## config.mk

```make
export PLATFORM = sky130hd
export DESIGN_NAME = deadline_timer_table_unit_flat
export DESIGN_NICKNAME = d
export VERILOG_FILES = /design/src/hw/rtl/dtt_pkg.sv /design/src/hw/rtl/dtt_if.sv /design/src/hw/rtl/deadline_timer_table_unit.sv /design/src/hw/rtl/dtt_front.sv /design/src/hw/rtl/dtt_cmd_queue.sv /design/src/hw/rtl/dtt_back.sv /design/src/flat_wrapper.sv
export SDC_FILE = /design/constraint.sdc
export NUM_CORES = 2
export LEC_CHECK = 0
export ABC_CLOCK_PERIOD_IN_PS = 19300
export BUFFER_PORTS_ARGS = -buffer_cell sky130_fd_sc_hd__buf_2
export CAP_MARGIN = 20
export CORE_ASPECT_RATIO = 1.2
export CORE_MARGIN = 1
export CORE_UTILIZATION = 60
export CTS_BUF_LIST = sky130_fd_sc_hd__clkbuf_8 sky130_fd_sc_hd__clkbuf_16
export DETAILED_ROUTE_END_ITERATION = 10
export GPL_ROUTABILITY_DRIVEN = 0
export PLACE_DENSITY = 0.82
export RECOVER_POWER = 100
export REMOVE_ABC_BUFFERS = 1
export SETUP_SLACK_MARGIN = 0.5
export SLEW_MARGIN = 20
export SYNTH_ARGS = -nofsm -noshare
export SYNTH_HDL_FRONTEND = slang
export SYNTH_SLANG_ARGS = --single-unit
```

## constraint.sdc

```tcl
create_clock -name clock -period 19.3 [get_ports clock]
set_clock_uncertainty 0.15 [all_clocks]
set_input_delay 1.93 -clock clock [delete_from_list [all_inputs] [get_ports clock]]
set_output_delay 1.93 -clock clock [all_outputs]
set_load 0.05 [all_outputs]
```

## src/hw/rtl/dtt_pkg.sv

```systemverilog
package dtt_pkg;

   // Table geometry.
   localparam int TableDepth = 16;
   localparam int MaxResults = 16;
   localparam int IdxW       = (TableDepth > 1) ? $clog2(TableDepth) : 1;
   localparam int CntW       = $clog2(TableDepth + 1);
   localparam int NumW       = $clog2(MaxResults + 1);

   // Command queue between the front and the back.
   localparam int QueueDepth = 4;
   localparam int QPtrW      = (QueueDepth > 1) ? $clog2(QueueDepth) : 1;
   localparam int QCntW      = $clog2(QueueDepth + 1);

   // Field widths.
   localparam int OpW    = 2;
   localparam int KindW  = 2;
   localparam int OwnerW = 8;
   localparam int IdW    = 16;
   localparam int TimeW  = 56;

   typedef enum logic [OpW-1:0] {
      OP_SCHEDULE = 2'd0,
      OP_CANCEL   = 2'd1,
      OP_EXPIRE   = 2'd2
   } op_type;

   typedef enum logic [KindW-1:0] {
      KIND_EXPIRED = 2'd0,
      KIND_DONE    = 2'd1,
      KIND_FULL    = 2'd2,
      KIND_NONE    = 2'd3
   } kind_type;

   // A classified command. The stamp is the deadline for schedule and the
   // current time for expire.
   typedef struct packed {
      op_type              op;
      logic [OwnerW-1:0]   owner;
      logic [IdW-1:0]      timer_id;
      logic [TimeW-1:0]    stamp;
   } cmd_type;

   typedef struct packed {
      logic [OwnerW-1:0]   owner;
      logic [IdW-1:0]      timer_id;
      logic [TimeW-1:0]    deadline;
   } entry_type;

   // Queue handshake between front/back and the command queue.
   typedef struct packed {
      logic full;
      logic valid;
   } queue_status_type;

   typedef enum logic [2:0] {
      ST_IDLE,
      ST_SCAN,
      ST_PICK,
      ST_DROP_RD,
      ST_DROP_WR,
      ST_RESP
   } back_state_type;

endpackage

```

## src/hw/rtl/dtt_if.sv

```systemverilog
interface dtt_req_if;
   logic                         valid;
   logic                         ready;
   logic [dtt_pkg::OpW-1:0]      operation;
   logic [dtt_pkg::OwnerW-1:0]   owner;
   logic [dtt_pkg::IdW-1:0]      timer_id;
   logic [dtt_pkg::TimeW-1:0]    deadline;
   logic [dtt_pkg::TimeW-1:0]    current_time;

   modport source (
      output valid, operation, owner, timer_id, deadline, current_time,
      input  ready
   );
   modport sink (
      input  valid, operation, owner, timer_id, deadline, current_time,
      output ready
   );
endinterface

interface dtt_rsp_if;
   logic                         valid;
   logic                         ready;
   logic [dtt_pkg::KindW-1:0]    kind;
   logic [dtt_pkg::OwnerW-1:0]   owner_res;
   logic [dtt_pkg::IdW-1:0]      timer_id_res;
   logic [dtt_pkg::TimeW-1:0]    deadline_res;
   logic                         last;

   modport source (
      output valid, kind, owner_res, timer_id_res, deadline_res, last,
      input  ready
   );
   modport sink (
      input  valid, kind, owner_res, timer_id_res, deadline_res, last,
      output ready
   );
endinterface

```

## src/hw/rtl/deadline_timer_table_unit.sv

```systemverilog
// Schedule and cancel give their result after a scan over the valid slots (N entries).
// Each entry removed by cancel adds a read and a write of the last slot plus a rescan from the freed slot.
// Expire rescans the whole table for every entry that it emits.
// The back runs one command at a time; while it scans, the entry memory reads one slot a cycle.
// Reset is synchronous and active high; it empties the table, the command queue and the
// output register. Table contents need no clearing pass.
module deadline_timer_table_unit (
   input  logic       clock,
   input  logic       reset,
   dtt_req_if.sink    req_chan,
   dtt_rsp_if.source  rsp_chan
);
   import dtt_pkg::*;

   // The front classifies each request transaction and drops the unused operation
   // code. Known commands go into a short queue, so that the front keeps accepting
   // while the back is busy scanning the table.
   queue_status_type q_status;
   logic             q_push;
   logic             q_pop;
   cmd_type          push_cmd;
   cmd_type          head_cmd;

   dtt_front u_front (
      .req_chan (req_chan),
      .q_status (q_status),
      .q_push   (q_push),
      .q_cmd    (push_cmd)
   );

   dtt_cmd_queue u_queue (
      .clock    (clock),
      .reset    (reset),
      .push     (q_push),
      .push_cmd (push_cmd),
      .pop      (q_pop),
      .head_cmd (head_cmd),
      .status   (q_status)
   );

   // The back owns the timer table and the output register. It runs one command at
   // a time: a pipelined scan over the valid slots, then a write, a slot move or a
   // response. Expire holds each picked entry until the following scan shows
   // whether another one is due, which decides the last flag of the transaction.
   dtt_back u_back (
      .clock    (clock),
      .reset    (reset),
      .q_status (q_status),
      .q_cmd    (head_cmd),
      .q_pop    (q_pop),
      .rsp_chan (rsp_chan)
   );

endmodule

```

## src/hw/rtl/dtt_front.sv

```systemverilog
module dtt_front (
   dtt_req_if.sink                  req_chan,
   input  dtt_pkg::queue_status_type q_status,
   output logic                     q_push,
   output dtt_pkg::cmd_type         q_cmd
);
   import dtt_pkg::*;

   logic accept;
   logic known_op;

   assign req_chan.ready = !q_status.full;
   assign accept         = req_chan.valid && req_chan.ready;

   // The unused operation code is taken and dropped here.
   assign known_op = (req_chan.operation == OP_SCHEDULE) ||
                     (req_chan.operation == OP_CANCEL)   ||
                     (req_chan.operation == OP_EXPIRE);

   assign q_push = accept && known_op;

   always_comb begin
      q_cmd.op       = op_type'(req_chan.operation);
      q_cmd.owner    = req_chan.owner;
      q_cmd.timer_id = req_chan.timer_id;
      if (req_chan.operation == OP_EXPIRE) begin
         q_cmd.stamp = req_chan.current_time;
      end else begin
         q_cmd.stamp = req_chan.deadline;
      end
   end

endmodule

```

## src/hw/rtl/dtt_cmd_queue.sv

```systemverilog
module dtt_cmd_queue (
   input  logic                      clock,
   input  logic                      reset,
   input  logic                      push,
   input  dtt_pkg::cmd_type          push_cmd,
   input  logic                      pop,
   output dtt_pkg::cmd_type          head_cmd,
   output dtt_pkg::queue_status_type status
);
   import dtt_pkg::*;

   cmd_type            slot_ff [QueueDepth];
   logic [QPtrW-1:0]   wr_ptr_ff, wr_ptr_in;
   logic [QPtrW-1:0]   rd_ptr_ff, rd_ptr_in;
   logic [QCntW-1:0]   cnt_ff, cnt_in;
   logic               do_push;
   logic               do_pop;

   assign status.full  = (cnt_ff == QCntW'(QueueDepth));
   assign status.valid = (cnt_ff != '0);
   assign head_cmd     = slot_ff[rd_ptr_ff];

   assign do_push = push && !status.full;
   assign do_pop  = pop && status.valid;

   always_comb begin
      wr_ptr_in = wr_ptr_ff;
      rd_ptr_in = rd_ptr_ff;
      cnt_in    = cnt_ff;
      if (do_push) begin
         wr_ptr_in = (wr_ptr_ff == QPtrW'(QueueDepth - 1)) ? '0 : wr_ptr_ff + QPtrW'(1);
      end
      if (do_pop) begin
         rd_ptr_in = (rd_ptr_ff == QPtrW'(QueueDepth - 1)) ? '0 : rd_ptr_ff + QPtrW'(1);
      end
      if (do_push && !do_pop) begin
         cnt_in = cnt_ff + QCntW'(1);
      end else if (do_pop && !do_push) begin
         cnt_in = cnt_ff - QCntW'(1);
      end
   end

   always_ff @(posedge clock) begin
      if (reset) begin
         wr_ptr_ff <= '0;
         rd_ptr_ff <= '0;
         cnt_ff    <= '0;
      end else begin
         wr_ptr_ff <= wr_ptr_in;
         rd_ptr_ff <= rd_ptr_in;
         cnt_ff    <= cnt_in;
      end
   end

   always_ff @(posedge clock) begin
      if (do_push) begin
         slot_ff[wr_ptr_ff] <= push_cmd;
      end
   end

endmodule

```

## src/hw/rtl/dtt_back.sv

```systemverilog
module dtt_back (
   input  logic                      clock,
   input  logic                      reset,
   input  dtt_pkg::queue_status_type q_status,
   input  dtt_pkg::cmd_type          q_cmd,
   output logic                      q_pop,
   dtt_rsp_if.source                 rsp_chan
);
   import dtt_pkg::*;

   // Timer table memory, one read and one write port, registered read.
   entry_type          entry_mem [TableDepth];
   entry_type          rd_data_ff;
   logic [IdxW-1:0]    rd_addr;
   logic               mem_we;
   logic [IdxW-1:0]    mem_wa;
   entry_type          mem_wd;

   back_state_type     state_ff, state_in;
   cmd_type            cmd_ff, cmd_in;
   logic [CntW-1:0]    count_ff, count_in;
   logic [CntW-1:0]    scan_ptr_ff, scan_ptr_in;
   logic               cmp_vld_ff, cmp_vld_in;
   logic [IdxW-1:0]    cmp_idx_ff, cmp_idx_in;
   logic               found_ff, found_in;
   logic [IdxW-1:0]    best_idx_ff, best_idx_in;
   entry_type          best_ff, best_in;
   logic               pend_vld_ff, pend_vld_in;
   entry_type          pend_ff, pend_in;
   logic [NumW-1:0]    num_ff, num_in;
   logic [IdxW-1:0]    slot_ff, slot_in;
   kind_type           resp_kind_ff, resp_kind_in;

   logic               out_vld_ff, out_vld_in;
   kind_type           out_kind_ff, out_kind_in;
   entry_type          out_entry_ff, out_entry_in;
   logic               out_last_ff, out_last_in;

   logic               issue;
   logic               scan_end;
   logic               key_hit;
   logic               due;
   logic               better;
   logic               out_free;
   logic               table_full;
   logic [CntW-1:0]    last_slot;
   logic               emit;
   kind_type           emit_kind;
   entry_type          emit_entry;
   logic               emit_last;

   assign issue      = (state_ff == ST_SCAN) && (scan_ptr_ff < count_ff);
   assign scan_end   = (state_ff == ST_SCAN) && !issue && !cmp_vld_ff;
   assign key_hit    = cmp_vld_ff && (rd_data_ff.owner == cmd_ff.owner) &&
                       (rd_data_ff.timer_id == cmd_ff.timer_id);
   assign due        = cmp_vld_ff && (rd_data_ff.deadline <= cmd_ff.stamp);
   assign better     = due && (!found_ff || (rd_data_ff.deadline < best_ff.deadline) ||
                       ((rd_data_ff.deadline == best_ff.deadline) &&
                        (rd_data_ff.timer_id < best_ff.timer_id)));
   assign out_free   = !out_vld_ff || rsp_chan.ready;
   assign table_full = (count_ff == CntW'(TableDepth));
   assign last_slot  = count_ff - CntW'(1);

   // Next state.
   always_comb begin
      state_in = state_ff;
      case (state_ff)
         ST_IDLE: begin
            if (q_status.valid) begin
               state_in = ST_SCAN;
            end
         end
         ST_SCAN: begin
            case (cmd_ff.op)
               OP_SCHEDULE: begin
                  if (key_hit || scan_end) begin
                     state_in = ST_RESP;
                  end
               end
               OP_CANCEL: begin
                  if (key_hit) begin
                     state_in = ST_DROP_RD;
                  end else if (scan_end) begin
                     state_in = ST_RESP;
                  end
               end
               OP_EXPIRE: begin
                  if (scan_end) begin
                     state_in = found_ff ? ST_PICK : ST_RESP;
                  end
               end
               default: begin
                  state_in = ST_RESP;
               end
            endcase
         end
         ST_PICK: begin
            if (!pend_vld_ff || out_free) begin
               state_in = ST_DROP_RD;
            end
         end
         ST_DROP_RD: begin
            state_in = ST_DROP_WR;
         end
         ST_DROP_WR: begin
            if ((cmd_ff.op == OP_EXPIRE) && (num_ff == NumW'(MaxResults))) begin
               state_in = ST_RESP;
            end else begin
               state_in = ST_SCAN;
            end
         end
         ST_RESP: begin
            if (out_free) begin
               state_in = ST_IDLE;
            end
         end
         default: begin
            state_in = ST_IDLE;
         end
      endcase
   end

   // Datapath and outputs of the sequencer.
   always_comb begin
      cmd_in       = cmd_ff;
      count_in     = count_ff;
      scan_ptr_in  = issue ? scan_ptr_ff + CntW'(1) : scan_ptr_ff;
      cmp_vld_in   = issue;
      cmp_idx_in   = scan_ptr_ff[IdxW-1:0];
      found_in     = found_ff;
      best_idx_in  = best_idx_ff;
      best_in      = best_ff;
      pend_vld_in  = pend_vld_ff;
      pend_in      = pend_ff;
      num_in       = num_ff;
      slot_in      = slot_ff;
      resp_kind_in = resp_kind_ff;
      q_pop        = 1'b0;
      rd_addr      = scan_ptr_ff[IdxW-1:0];
      mem_we       = 1'b0;
      mem_wa       = cmp_idx_ff;
      mem_wd       = rd_data_ff;
      emit         = 1'b0;
      emit_kind    = KIND_DONE;
      emit_entry   = '0;
      emit_last    = 1'b1;

      case (state_ff)
         ST_IDLE: begin
            if (q_status.valid) begin
               q_pop       = 1'b1;
               cmd_in      = q_cmd;
               scan_ptr_in = '0;
               cmp_vld_in  = 1'b0;
               found_in    = 1'b0;
               pend_vld_in = 1'b0;
               num_in      = '0;
            end
         end
         ST_SCAN: begin
            case (cmd_ff.op)
               OP_SCHEDULE: begin
                  if (key_hit) begin
                     mem_we       = 1'b1;
                     mem_wa       = cmp_idx_ff;
                     mem_wd       = '{owner: cmd_ff.owner, timer_id: cmd_ff.timer_id,
                                      deadline: cmd_ff.stamp};
                     resp_kind_in = KIND_DONE;
                  end else if (scan_end) begin
                     if (table_full) begin
                        resp_kind_in = KIND_FULL;
                     end else begin
                        mem_we       = 1'b1;
                        mem_wa       = count_ff[IdxW-1:0];
                        mem_wd       = '{owner: cmd_ff.owner, timer_id: cmd_ff.timer_id,
                                         deadline: cmd_ff.stamp};
                        count_in     = count_ff + CntW'(1);
                        resp_kind_in = KIND_DONE;
                     end
                  end
               end
               OP_CANCEL: begin
                  if (key_hit) begin
                     slot_in = cmp_idx_ff;
                  end
                  resp_kind_in = KIND_DONE;
               end
               OP_EXPIRE: begin
                  if (better) begin
                     found_in    = 1'b1;
                     best_idx_in = cmp_idx_ff;
                     best_in     = rd_data_ff;
                  end
               end
               default: begin
                  resp_kind_in = KIND_DONE;
               end
            endcase
         end
         ST_PICK: begin
            if (!pend_vld_ff || out_free) begin
               // The previously picked entry is not the last one after all.
               if (pend_vld_ff) begin
                  emit       = 1'b1;
                  emit_kind  = KIND_EXPIRED;
                  emit_entry = pend_ff;
                  emit_last  = 1'b0;
               end
               pend_in     = best_ff;
               pend_vld_in = 1'b1;
               num_in      = num_ff + NumW'(1);
               slot_in     = best_idx_ff;
            end
         end
         ST_DROP_RD: begin
            rd_addr = last_slot[IdxW-1:0];
         end
         ST_DROP_WR: begin
            // The freed slot takes the last entry.
            mem_we     = 1'b1;
            mem_wa     = slot_ff;
            mem_wd     = rd_data_ff;
            count_in   = count_ff - CntW'(1);
            cmp_vld_in = 1'b0;
            found_in   = 1'b0;
            if (cmd_ff.op == OP_CANCEL) begin
               scan_ptr_in = CntW'(slot_ff);
            end else begin
               scan_ptr_in = '0;
            end
         end
         ST_RESP: begin
            if (out_free) begin
               emit      = 1'b1;
               emit_last = 1'b1;
               if (cmd_ff.op == OP_EXPIRE) begin
                  if (pend_vld_ff) begin
                     emit_kind  = KIND_EXPIRED;
                     emit_entry = pend_ff;
                  end else begin
                     emit_kind  = KIND_NONE;
                  end
               end else begin
                  emit_kind = resp_kind_ff;
               end
            end
         end
         default: begin
            cmp_vld_in = 1'b0;
         end
      endcase
   end

   // Output register.
   always_comb begin
      out_kind_in  = out_kind_ff;
      out_entry_in = out_entry_ff;
      out_last_in  = out_last_ff;
      if (emit) begin
         out_vld_in   = 1'b1;
         out_kind_in  = emit_kind;
         out_entry_in = emit_entry;
         out_last_in  = emit_last;
      end else if (rsp_chan.ready) begin
         out_vld_in = 1'b0;
      end else begin
         out_vld_in = out_vld_ff;
      end
   end

   assign rsp_chan.valid        = out_vld_ff;
   assign rsp_chan.kind         = out_kind_ff;
   assign rsp_chan.owner_res    = out_entry_ff.owner;
   assign rsp_chan.timer_id_res = out_entry_ff.timer_id;
   assign rsp_chan.deadline_res = out_entry_ff.deadline;
   assign rsp_chan.last         = out_last_ff;

   always_ff @(posedge clock) begin
      if (mem_we) begin
         entry_mem[mem_wa] <= mem_wd;
      end
      rd_data_ff <= entry_mem[rd_addr];
   end

   always_ff @(posedge clock) begin
      if (reset) begin
         state_ff    <= ST_IDLE;
         count_ff    <= '0;
         scan_ptr_ff <= '0;
         cmp_vld_ff  <= 1'b0;
         found_ff    <= 1'b0;
         pend_vld_ff <= 1'b0;
         num_ff      <= '0;
         out_vld_ff  <= 1'b0;
      end else begin
         state_ff    <= state_in;
         count_ff    <= count_in;
         scan_ptr_ff <= scan_ptr_in;
         cmp_vld_ff  <= cmp_vld_in;
         found_ff    <= found_in;
         pend_vld_ff <= pend_vld_in;
         num_ff      <= num_in;
         out_vld_ff  <= out_vld_in;
      end
   end

   always_ff @(posedge clock) begin
      cmd_ff       <= cmd_in;
      cmp_idx_ff   <= cmp_idx_in;
      best_idx_ff  <= best_idx_in;
      best_ff      <= best_in;
      pend_ff      <= pend_in;
      slot_ff      <= slot_in;
      resp_kind_ff <= resp_kind_in;
      out_kind_ff  <= out_kind_in;
      out_entry_ff <= out_entry_in;
      out_last_ff  <= out_last_in;
   end

endmodule

```

## src/flat_wrapper.sv

```systemverilog
// flat-port wrapper written by rule: the top's interface ports become plain ports
module deadline_timer_table_unit_flat import dtt_pkg::*;
  (clock, reset, req_chan_valid, req_chan_operation, req_chan_owner, req_chan_timer_id, req_chan_deadline, req_chan_current_time, req_chan_ready, rsp_chan_valid, rsp_chan_kind, rsp_chan_owner_res, rsp_chan_timer_id_res, rsp_chan_deadline_res, rsp_chan_last, rsp_chan_ready);
  dtt_req_if req_chan_i ();
  dtt_rsp_if rsp_chan_i ();
  input  logic clock;
  input  logic reset;
  input wire logic [$bits(req_chan_i.valid)-1:0] req_chan_valid;
  input wire logic [$bits(req_chan_i.operation)-1:0] req_chan_operation;
  input wire logic [$bits(req_chan_i.owner)-1:0] req_chan_owner;
  input wire logic [$bits(req_chan_i.timer_id)-1:0] req_chan_timer_id;
  input wire logic [$bits(req_chan_i.deadline)-1:0] req_chan_deadline;
  input wire logic [$bits(req_chan_i.current_time)-1:0] req_chan_current_time;
  output wire logic [$bits(req_chan_i.ready)-1:0] req_chan_ready;
  output wire logic [$bits(rsp_chan_i.valid)-1:0] rsp_chan_valid;
  output wire logic [$bits(rsp_chan_i.kind)-1:0] rsp_chan_kind;
  output wire logic [$bits(rsp_chan_i.owner_res)-1:0] rsp_chan_owner_res;
  output wire logic [$bits(rsp_chan_i.timer_id_res)-1:0] rsp_chan_timer_id_res;
  output wire logic [$bits(rsp_chan_i.deadline_res)-1:0] rsp_chan_deadline_res;
  output wire logic [$bits(rsp_chan_i.last)-1:0] rsp_chan_last;
  input wire logic [$bits(rsp_chan_i.ready)-1:0] rsp_chan_ready;
  assign req_chan_i.valid = req_chan_valid;
  assign req_chan_i.operation = req_chan_operation;
  assign req_chan_i.owner = req_chan_owner;
  assign req_chan_i.timer_id = req_chan_timer_id;
  assign req_chan_i.deadline = req_chan_deadline;
  assign req_chan_i.current_time = req_chan_current_time;
  assign req_chan_ready = req_chan_i.ready;
  assign rsp_chan_valid = rsp_chan_i.valid;
  assign rsp_chan_kind = rsp_chan_i.kind;
  assign rsp_chan_owner_res = rsp_chan_i.owner_res;
  assign rsp_chan_timer_id_res = rsp_chan_i.timer_id_res;
  assign rsp_chan_deadline_res = rsp_chan_i.deadline_res;
  assign rsp_chan_last = rsp_chan_i.last;
  assign rsp_chan_i.ready = rsp_chan_ready;
  deadline_timer_table_unit u_core (.clock(clock), .reset(reset), .req_chan(req_chan_i), .rsp_chan(rsp_chan_i));
endmodule
```

# Word level (Yosys, flattened, before mapping)
# Memory sizes are Yosys's and may differ from the RTL's. A register that Yosys moved wholly into a read port is not among the register bits.
# Cells that the tools add are included.
classes:
  n_addsub: 8
  n_lt_le_gt_ge: 4
  n_eq_ne: 32
  muxes: 84
  bitwise_logic: 1
  reduce_logical: 50
ops:
  columns: ["op", "n"]
  rows:
  - ["two-way mux 80 bit", 9]
  - ["case mux 80 bit (2 select lines)", 1]
  - ["== test 56 bit", 1]
  - ["<= comparator 56 bit", 1]
  - ["less-than comparator 56 bit", 1]
  - ["two-way mux 56 bit", 1]
  - ["two-way mux 5 bit", 8]
  - ["two-way mux 4 bit", 9]
  - ["two-way mux 3 bit", 11]
  - ["case mux 5 bit (2 select lines)", 3]
  - ["two-way mux 1 bit", 23]
  - ["case mux 3 bit (6 select lines)", 1]
  - ["== test 16 bit", 1]
  - ["less-than comparator 16 bit", 1]
  - ["two-way mux 2 bit", 8]
  - ["case mux 4 bit (2 select lines)", 2]
  - ["adder 5 x 1 -> 5 bit, second input constant", 3]
  - ["logical AND 1 bit", 15]
  - ["!= test 2 bit, second input constant", 7]
  - ["== test 5 bit, second input constant", 2]
  - ["nonzero test 2 bit", 5]
  - ["== test 3 bit, second input constant", 3]
  - ["!= test 3 bit, second input constant", 3]
  - ["case mux 3 bit (3 select lines)", 1]
  - ["27 further kinds", 59]
totals:
  register_bits: 286
  ram_bits: 1608
  input_bits: 142
  out_inout_bits: 85
  elab_cells: 207
  memories: 2
mem_list:
  columns: ["memory", "words", "width", "rd", "rd_clocked_by_memory_dff", "wr", "line_no", "text"]
  rows:
  - ["u_core.u_back.entry_mem", 16, 80, 1, 1, 1, "dtt_back.sv:12", "entry_type entry_mem [TableDepth];"]
  - ["u_core.u_queue.slot_ff", 4, 82, 1, 1, 1, "dtt_cmd_queue.sv:12", "cmd_type slot_ff [QueueDepth];"]

# Depth between registers and ports, before layout
logic_depth:
  word_depth: 11
  ltp_mapped: 12
  ltp_nobuf: 10

# Modules after synthesis
# Synthesis repeated with hierarchy kept, for this count alone.
unflattened:
  hier_cells: 3844
  hier_area_um2: 80707.4
modules_own_cells:
  columns: ["module", "n_inst", "cells_per_inst", "area_each_um2", "seq_area_each_um2"]
  rows:
  - ["dtt_back", 1, 3274, 67260.8, 50618.5]
  - ["dtt_cmd_queue", 1, 478, 12335.6, 10029.6]
  - ["dtt_front", 1, 92, 1111.1, 0.0]

# Least setup slack after synthesis
# No wires, ideal clock.
synth_path:
  path_kind: "register -> register"
  startpoint: "reg u_core.u_back.count_ff[1]"
  endpoint: "mem u_core.u_back.entry_mem[0][0] in the netlist's numbering, enable pin"
  setup_time_ps: 519
  arrival_time_ps: 5553
  required_time_ps: 18631
  setup_slack_ps: 13078
  path_stages_with_launch: 11
  path_buffers: 1
  period_less_slack_ps: 6222
  path_cell_list: "dfxtp_1 > inv_1 > ha_1 > a21o_1 > a21o_1 > a21o_1 > and3_1 > buf_6 > a221o_1 > or2_1 > nor2_1"
synth_via:
  elab_chain_len: 11
  word_cells_on_any_way: 18
  cone_classes: "order compare: 1; eq/ne: 1; mux: 12; reduce/logical: 4"
synth_rtl:
  columns: ["element", "line_no", "text"]
  rows:
  - ["start: declaration", "dtt_back.sv:21", "logic [CntW-1:0] count_ff, count_in;"]
  - ["start signal: assignment", "dtt_back.sv:297", "count_ff <= count_in;"]
  - ["less-than comparator 5 bit", "dtt_back.sv:52", "assign issue = (state_ff == ST_SCAN) && (scan_ptr_ff < count_ff);"]
  - ["logical AND 1 bit", "dtt_back.sv:52", null]
  - ["zero test 1 bit", "dtt_back.sv:53", "assign scan_end = (state_ff == ST_SCAN) && !issue && !cmp_vld_ff;"]
  - ["logical AND 1 bit (2 in a row)", "dtt_back.sv:53", null]
  - ["two-way mux 1 bit", "dtt_back.sv:169", "end else if (scan_end) begin"]
  - ["two-way mux 1 bit", "dtt_back.sv:163", "if (key_hit) begin"]
  - ["two-way mux 1 bit", "dtt_back.sv:161", "case (cmd_ff.op)"]
  - ["case mux 1 bit (2 select lines)", "dtt_back.sv:148", "case (state_ff)"]
  - ["two-way mux 1 bit", "dtt_back.sv:279", "if (mem_we) begin"]
  - ["two-way mux 1 bit (implied by the code)", "dtt_back.sv:280", "entry_mem[mem_wa] <= mem_wd;"]
  - ["end: declaration", "dtt_back.sv:12", null]
# Several ways; a longest one is shown, not always the timed one.

# Worst setup path in the final report
layout_path:
  startpoint: "reg u_core.u_back.cmd_ff[70] in the netlist's numbering"
  endpoint: "mem u_core.u_back.entry_mem[4][6] in the netlist's numbering, enable pin"
layout_via:
  elab_chain_len: 7
  word_cells_on_any_way: 10
  cone_classes: "eq/ne: 1; mux: 8; reduce/logical: 1"
layout_rtl:
  columns: ["element", "line_no", "text"]
  rows:
  - ["start: declaration", "dtt_back.sv:20", "cmd_type cmd_ff, cmd_in;"]
  - ["start signal: assignment", "dtt_back.sv:308", "cmd_ff <= cmd_in;"]
  - ["== test 16 bit *", "dtt_back.sv:55", "(rd_data_ff.timer_id == cmd_ff.timer_id);"]
  - ["logical AND 1 bit *", "dtt_back.sv:54", "assign key_hit = cmp_vld_ff && (rd_data_ff.owner == cmd_ff.owner) &&"]
  - ["two-way mux 1 bit", "dtt_back.sv:163", null]
  - ["two-way mux 1 bit", "dtt_back.sv:161", null]
  - ["case mux 1 bit (2 select lines)", "dtt_back.sv:148", null]
  - ["two-way mux 1 bit", "dtt_back.sv:279", null]
  - ["two-way mux 1 bit (implied by the code)", "dtt_back.sv:280", null]
# Mark *: on every way between the ends. The rest lies on a longest branch, timed or not.

==> results summary <==
The placeable core region came out at 134000 um^2. The gate family responsible for the most delay along the worst path is buffers and inverters. The async set or reset register ratio after synthesis came out at 0%. Global routing finished with a remaining overflow of 0.

The number of fillers in the final layout came out at 8529. The deepest clock path buffer count came out at 3. In the final layout, flip-flops and latches occupy 60600 um^2. The TritonCTS buffer count came out at 186. Yosys attributes the largest share of cell area to sky130_fd_sc_hd__edfxtp_1, sky130_fd_sc_hd__nand2_1, sky130_fd_sc_hd__dfxtp_1. The cell depth of the worst flop-to-flop path came out at 10. The routed wire length came out at 206000 um. Post-CTS repair changed the size of 0 cells. The slowest stage of the critical path belongs to the cell sky130_fd_sc_hd__clkbuf_1. In this run the biggest area consumer among cell types represents 71.9% of the synthesized area. The largest voltage drop on the vdd net is 0.000113 V. Detailed routing placed a total of 23600 um of wire on met3. The max-slew violation count is 3395. Adding up every negative setup slack in the final design gives 0 ns. Setup repair after global routing left no endpoint under its margin.

The total net switching power is 3.54 mW. The number of hold-repair buffers added at the cts stage came out at 0. The worst setup path is of the register to register kind. The multi-input combinational cells in the finished layout cover a total of 18800 um^2. The detail route stage leaves a number of antenna-violating nets equal to 0. The wire length of the first global-routing pass came out at 302000 um. The number of core rows came out at 147. The endpoint of the worst register-to-register path is u_core.u_back.entry_mem[4][6]. The cell type with the highest occurrence count on the critical path is sky130_fd_sc_hd__clkbuf_1. The internal power of the cells totals 8.48 mW. The buffers inserted during post-CTS setup optimization is 0.

The repair_antennas step left the layout with diodes totalling 0. The routed length on met1 came out at 72800 um. The worst-path maximum fanout is 45. The via count of the first global-routing pass was 49.6k. The highest attainable clock frequency is 0.103 GHz. The fraction of layout cells with a size suffix above 1 came out at 8.51%. The post-detailed-route via-to-cell ratio is 6.45. The proportion of synthesized chip area in sequential cells came out at 74.7%. The die is 405 um tall. The worst slew margin relative to its limit is -238%. The dominant cell type by area after synthesis is sky130_fd_sc_hd__edfxtp_1. The number of detailed-routing iterations run before antenna repair is 9. The total of endpoints with negative setup slack in the final report came out at 0. The number of enable-type register cells in the synthesized netlist came out at 1943. The worst setup path is launched from a register. Traced cell by cell, the critical path runs through xnor2_1 -> nand4_1 -> nor4_1 -> a21oi_1 -> and3_1 -> a221o_1 -> or2_0 -> nor2_1 -> clkbuf_1 -> clkbuf_1. The total of warnings raised by yosys came out at 0. STA classifies the critical path endpoint as a register. Following the worst setup path forward leads to its endpoint at u_core.u_back.entry_mem[4][6]. The largest stage delay on the critical path is 2.98 ns.

The power density over cell area is 134 nW/um^2. The post-synthesis register bit count came out at 2056. The worst setup timing slack at the placement stage came out at 13.99 ns.

In this run the worst setup path begins at u_core.u_back.cmd_ff[70]. The I/O pin count is 227. The quantity of I/O buffers inserted on ports is 226. The path class of the tightest hold or removal check is register to register. For this design the static power due to leakage is 31.3 nW. The HPWL reported at the end of detailed placement came out at 112000 um. The area of the mapped netlist is 81200 um^2.

The initial detailed-routing violation count came out at 7677. For this run, the total global-route usage over all layers was measured as 30.1%. The total clock sinks is 2056. The average wire per standard cell came out at 26.4 um. The number of max-capacitance violations reported came out at 114.

Across all register-to-register paths, the minimum setup slack is 9.62 ns. CTS placed an instance of sky130_fd_sc_hd__clkbuf_16 at the clock tree root. The share of power burned in the clock network came out at 31.4%. The x dimension of the die is 338 um. The starting density of the core came out at 60.5%.

The worst register-to-register path begins at u_core.u_back.cmd_ff[70]. The met2 routed wirelength came out at 98300 um. The clock-pin transition on the worst setup and hold timing paths is 0.07 ns. The clock reaches the later pin of the worst-skew pair after 0.86 ns. Entering global routing, the biggest net connects 216 pins. The part of the power in combinational logic is 19.2%. The final cycle utilization of the critical path is 50.2%. The sum of buffers and inverters on the critical path came out at 2. Yosys instantiated no cell more often than sky130_fd_sc_hd__edfxtp_1. Sequential cells burn 49.3% of the power. The final design instance area without fill is 90000 um^2. The count of nets after finishing came out at 6119. The launch instance of the worst min-delay path is u_core.u_back.scan_ptr_ff[1]. Net switching is 29.4% of the power.

The layout-stage area growth over the synthesis result is 10.9%. Dividing the synthesized area by the synthesized cell count gives 14.3 um^2. The cell count after synthesis came out at 5658. The final total power came out at 12.0 mW. In this run the top signal layer used is met5. The final core area utilization came out at 67.1%.

The critical path depth came out at 10. The run finished, with violations left. At the worst endpoint, the arrival time is 9.85 ns.

The CTS tree is done. The commonest cells after synthesis are sky130_fd_sc_hd__edfxtp_1, sky130_fd_sc_hd__nand2_1, sky130_fd_sc_hd__nand3_1. Data on the critical path is required at its endpoint by 19.46 ns. The via count is 50.2k. For this run, the leading register cell type out of synthesis is sky130_fd_sc_hd__edfxtp_1.

The number of hold-slack violations in the final timing report came out at 0. After detailed placement, the total cell area comes to 84100 um^2. The transition time at the pin with the least slew margin came out at 5.07 ns. The number of distinct library cells after synthesis is 66. The number of antenna violations at the first check in global routing came out at 10.

The number of DRC violations after detailed routing came out at 0. The clock tree synthesis step divided the H-tree into 4 levels. The checks that failed: max-capacitance violations, max-slew violations. The post-route minimum period is 9.68 ns. The setup slack after layout came out at 9.62 ns. The die covers 137000 um^2.
cell type report:
cell class | count | area share (%)
clock inverters | 151 | 1.66
clock buffers | 201 | 5.40
inverters | 150 | 0.628
flip-flops and latches | 2056 | 67.4
multi-input cells | 3129 | 20.8
repair buffers | 308 | 1.64
well taps | 1788 | 2.49
sequential cells by signal, indices dropped and copies added, names as in the netlist, 4 cells and up:
| register | cells |
|---|---|
| u_core.u_back.scan_ptr_ff | 5 |
| u_core.u_back.rd_data_ff | 80 |
| u_core.u_back.best_idx_ff | 4 |
| u_core.u_back.best_ff | 80 |
| u_core.u_back.count_ff | 5 |
| u_core.u_back.rsp_chan.timer_id_res | 16 |
| u_core.u_queue.slot_ff | 328 |
| u_core.u_back.slot_ff | 4 |
| u_core.u_back.cmd_ff | 82 |
| u_core.u_back.rsp_chan.deadline_res | 56 |
| u_core.u_back.cmp_idx_ff | 4 |
| u_core.u_back.pend_ff | 80 |
| u_core.u_back.entry_mem | 1280 |
| u_core.u_back.rsp_chan.owner_res | 8 |
| u_core.u_back.num_ff | 5 |
cell usage in the layout (no fill, tap or decap), types with 112 or more instances in the layout:
| cell type | instances |
|---|---|
| sky130_fd_sc_hd__edfxtp_1 | 1943 |
| sky130_fd_sc_hd__ha_1 | 145 |
| sky130_fd_sc_hd__nand3_1 | 338 |
| sky130_fd_sc_hd__nand2_1 | 1401 |
| sky130_fd_sc_hd__clkbuf_1 | 169 |
| sky130_fd_sc_hd__buf_2 | 114 |
| sky130_fd_sc_hd__and3_1 | 169 |
| sky130_fd_sc_hd__a21oi_1 | 154 |
| sky130_fd_sc_hd__dfxtp_1 | 112 |
| sky130_fd_sc_hd__clkbuf_16 | 186 |
| sky130_fd_sc_hd__inv_1 | 198 |
| sky130_fd_sc_hd__a311oi_1 | 240 |
kinds of logic (layout without fill, tap and decap cells):
family,after synthesis,in the layout,synth area share (%)
and+or+nand+nor,2141,2141,11.5
DFF,2056,2056,74.7
AOI/OAI and AO/OA,635,635,5.39
buffers and inverters,473,810,2.27
muxes,171,171,3.50
adders and majority gates,146,146,2.26
xor gates and xnor gates,36,36,0.389
per-layer routing:
layer  vias to the layer above  track usage, %
li1                      21400               -
met1                     24600            39.5
met2                      3499            47.8
met3                       668            5.99
met4                         6            15.3
met5                         -               0
per-stage QoR:
stage	cells	hold WS [ns]
floorplan	5335	0.240
global placement	7428	0.267
detailed placement	7429	0.280
CTS	7781	0.283
global route	7783	0.306
finish	7783	0.280
power by group through the flow:
| stage | Sequential (mW) | Clock, mW | Combinational [mW] |
|---|---|---|---|
| 2_1_floorplan | 6.02 | 0 | 1.70 |
| 3_3_place_gp | 5.94 | 0 | 2.17 |
| 3_5_place_dp | 5.97 | 0 | 2.25 |
| 4_1_cts | 5.88 | 3.79 | 2.29 |
| 5_1_grt | 5.96 | 3.95 | 2.46 |
| 6_report | 5.93 | 3.78 | 2.31 |
worst min-delay path by stage:
stage          depth (start not counted)                          end  slack (ns)
2_1_floorplan                          0  u_core.u_back.cmp_idx_ff[3]        0.24
3_3_place_gp                           0  u_core.u_back.cmp_idx_ff[1]        0.27
3_5_place_dp                           0  u_core.u_back.cmp_idx_ff[1]        0.28
4_1_cts                                0  u_core.u_back.cmp_idx_ff[1]        0.28
5_1_grt                                0  u_core.u_back.cmp_idx_ff[1]        0.31
6_report                               0  u_core.u_back.cmp_idx_ff[1]        0.28
No activity file was read; power rests on OpenSTA's default activity.
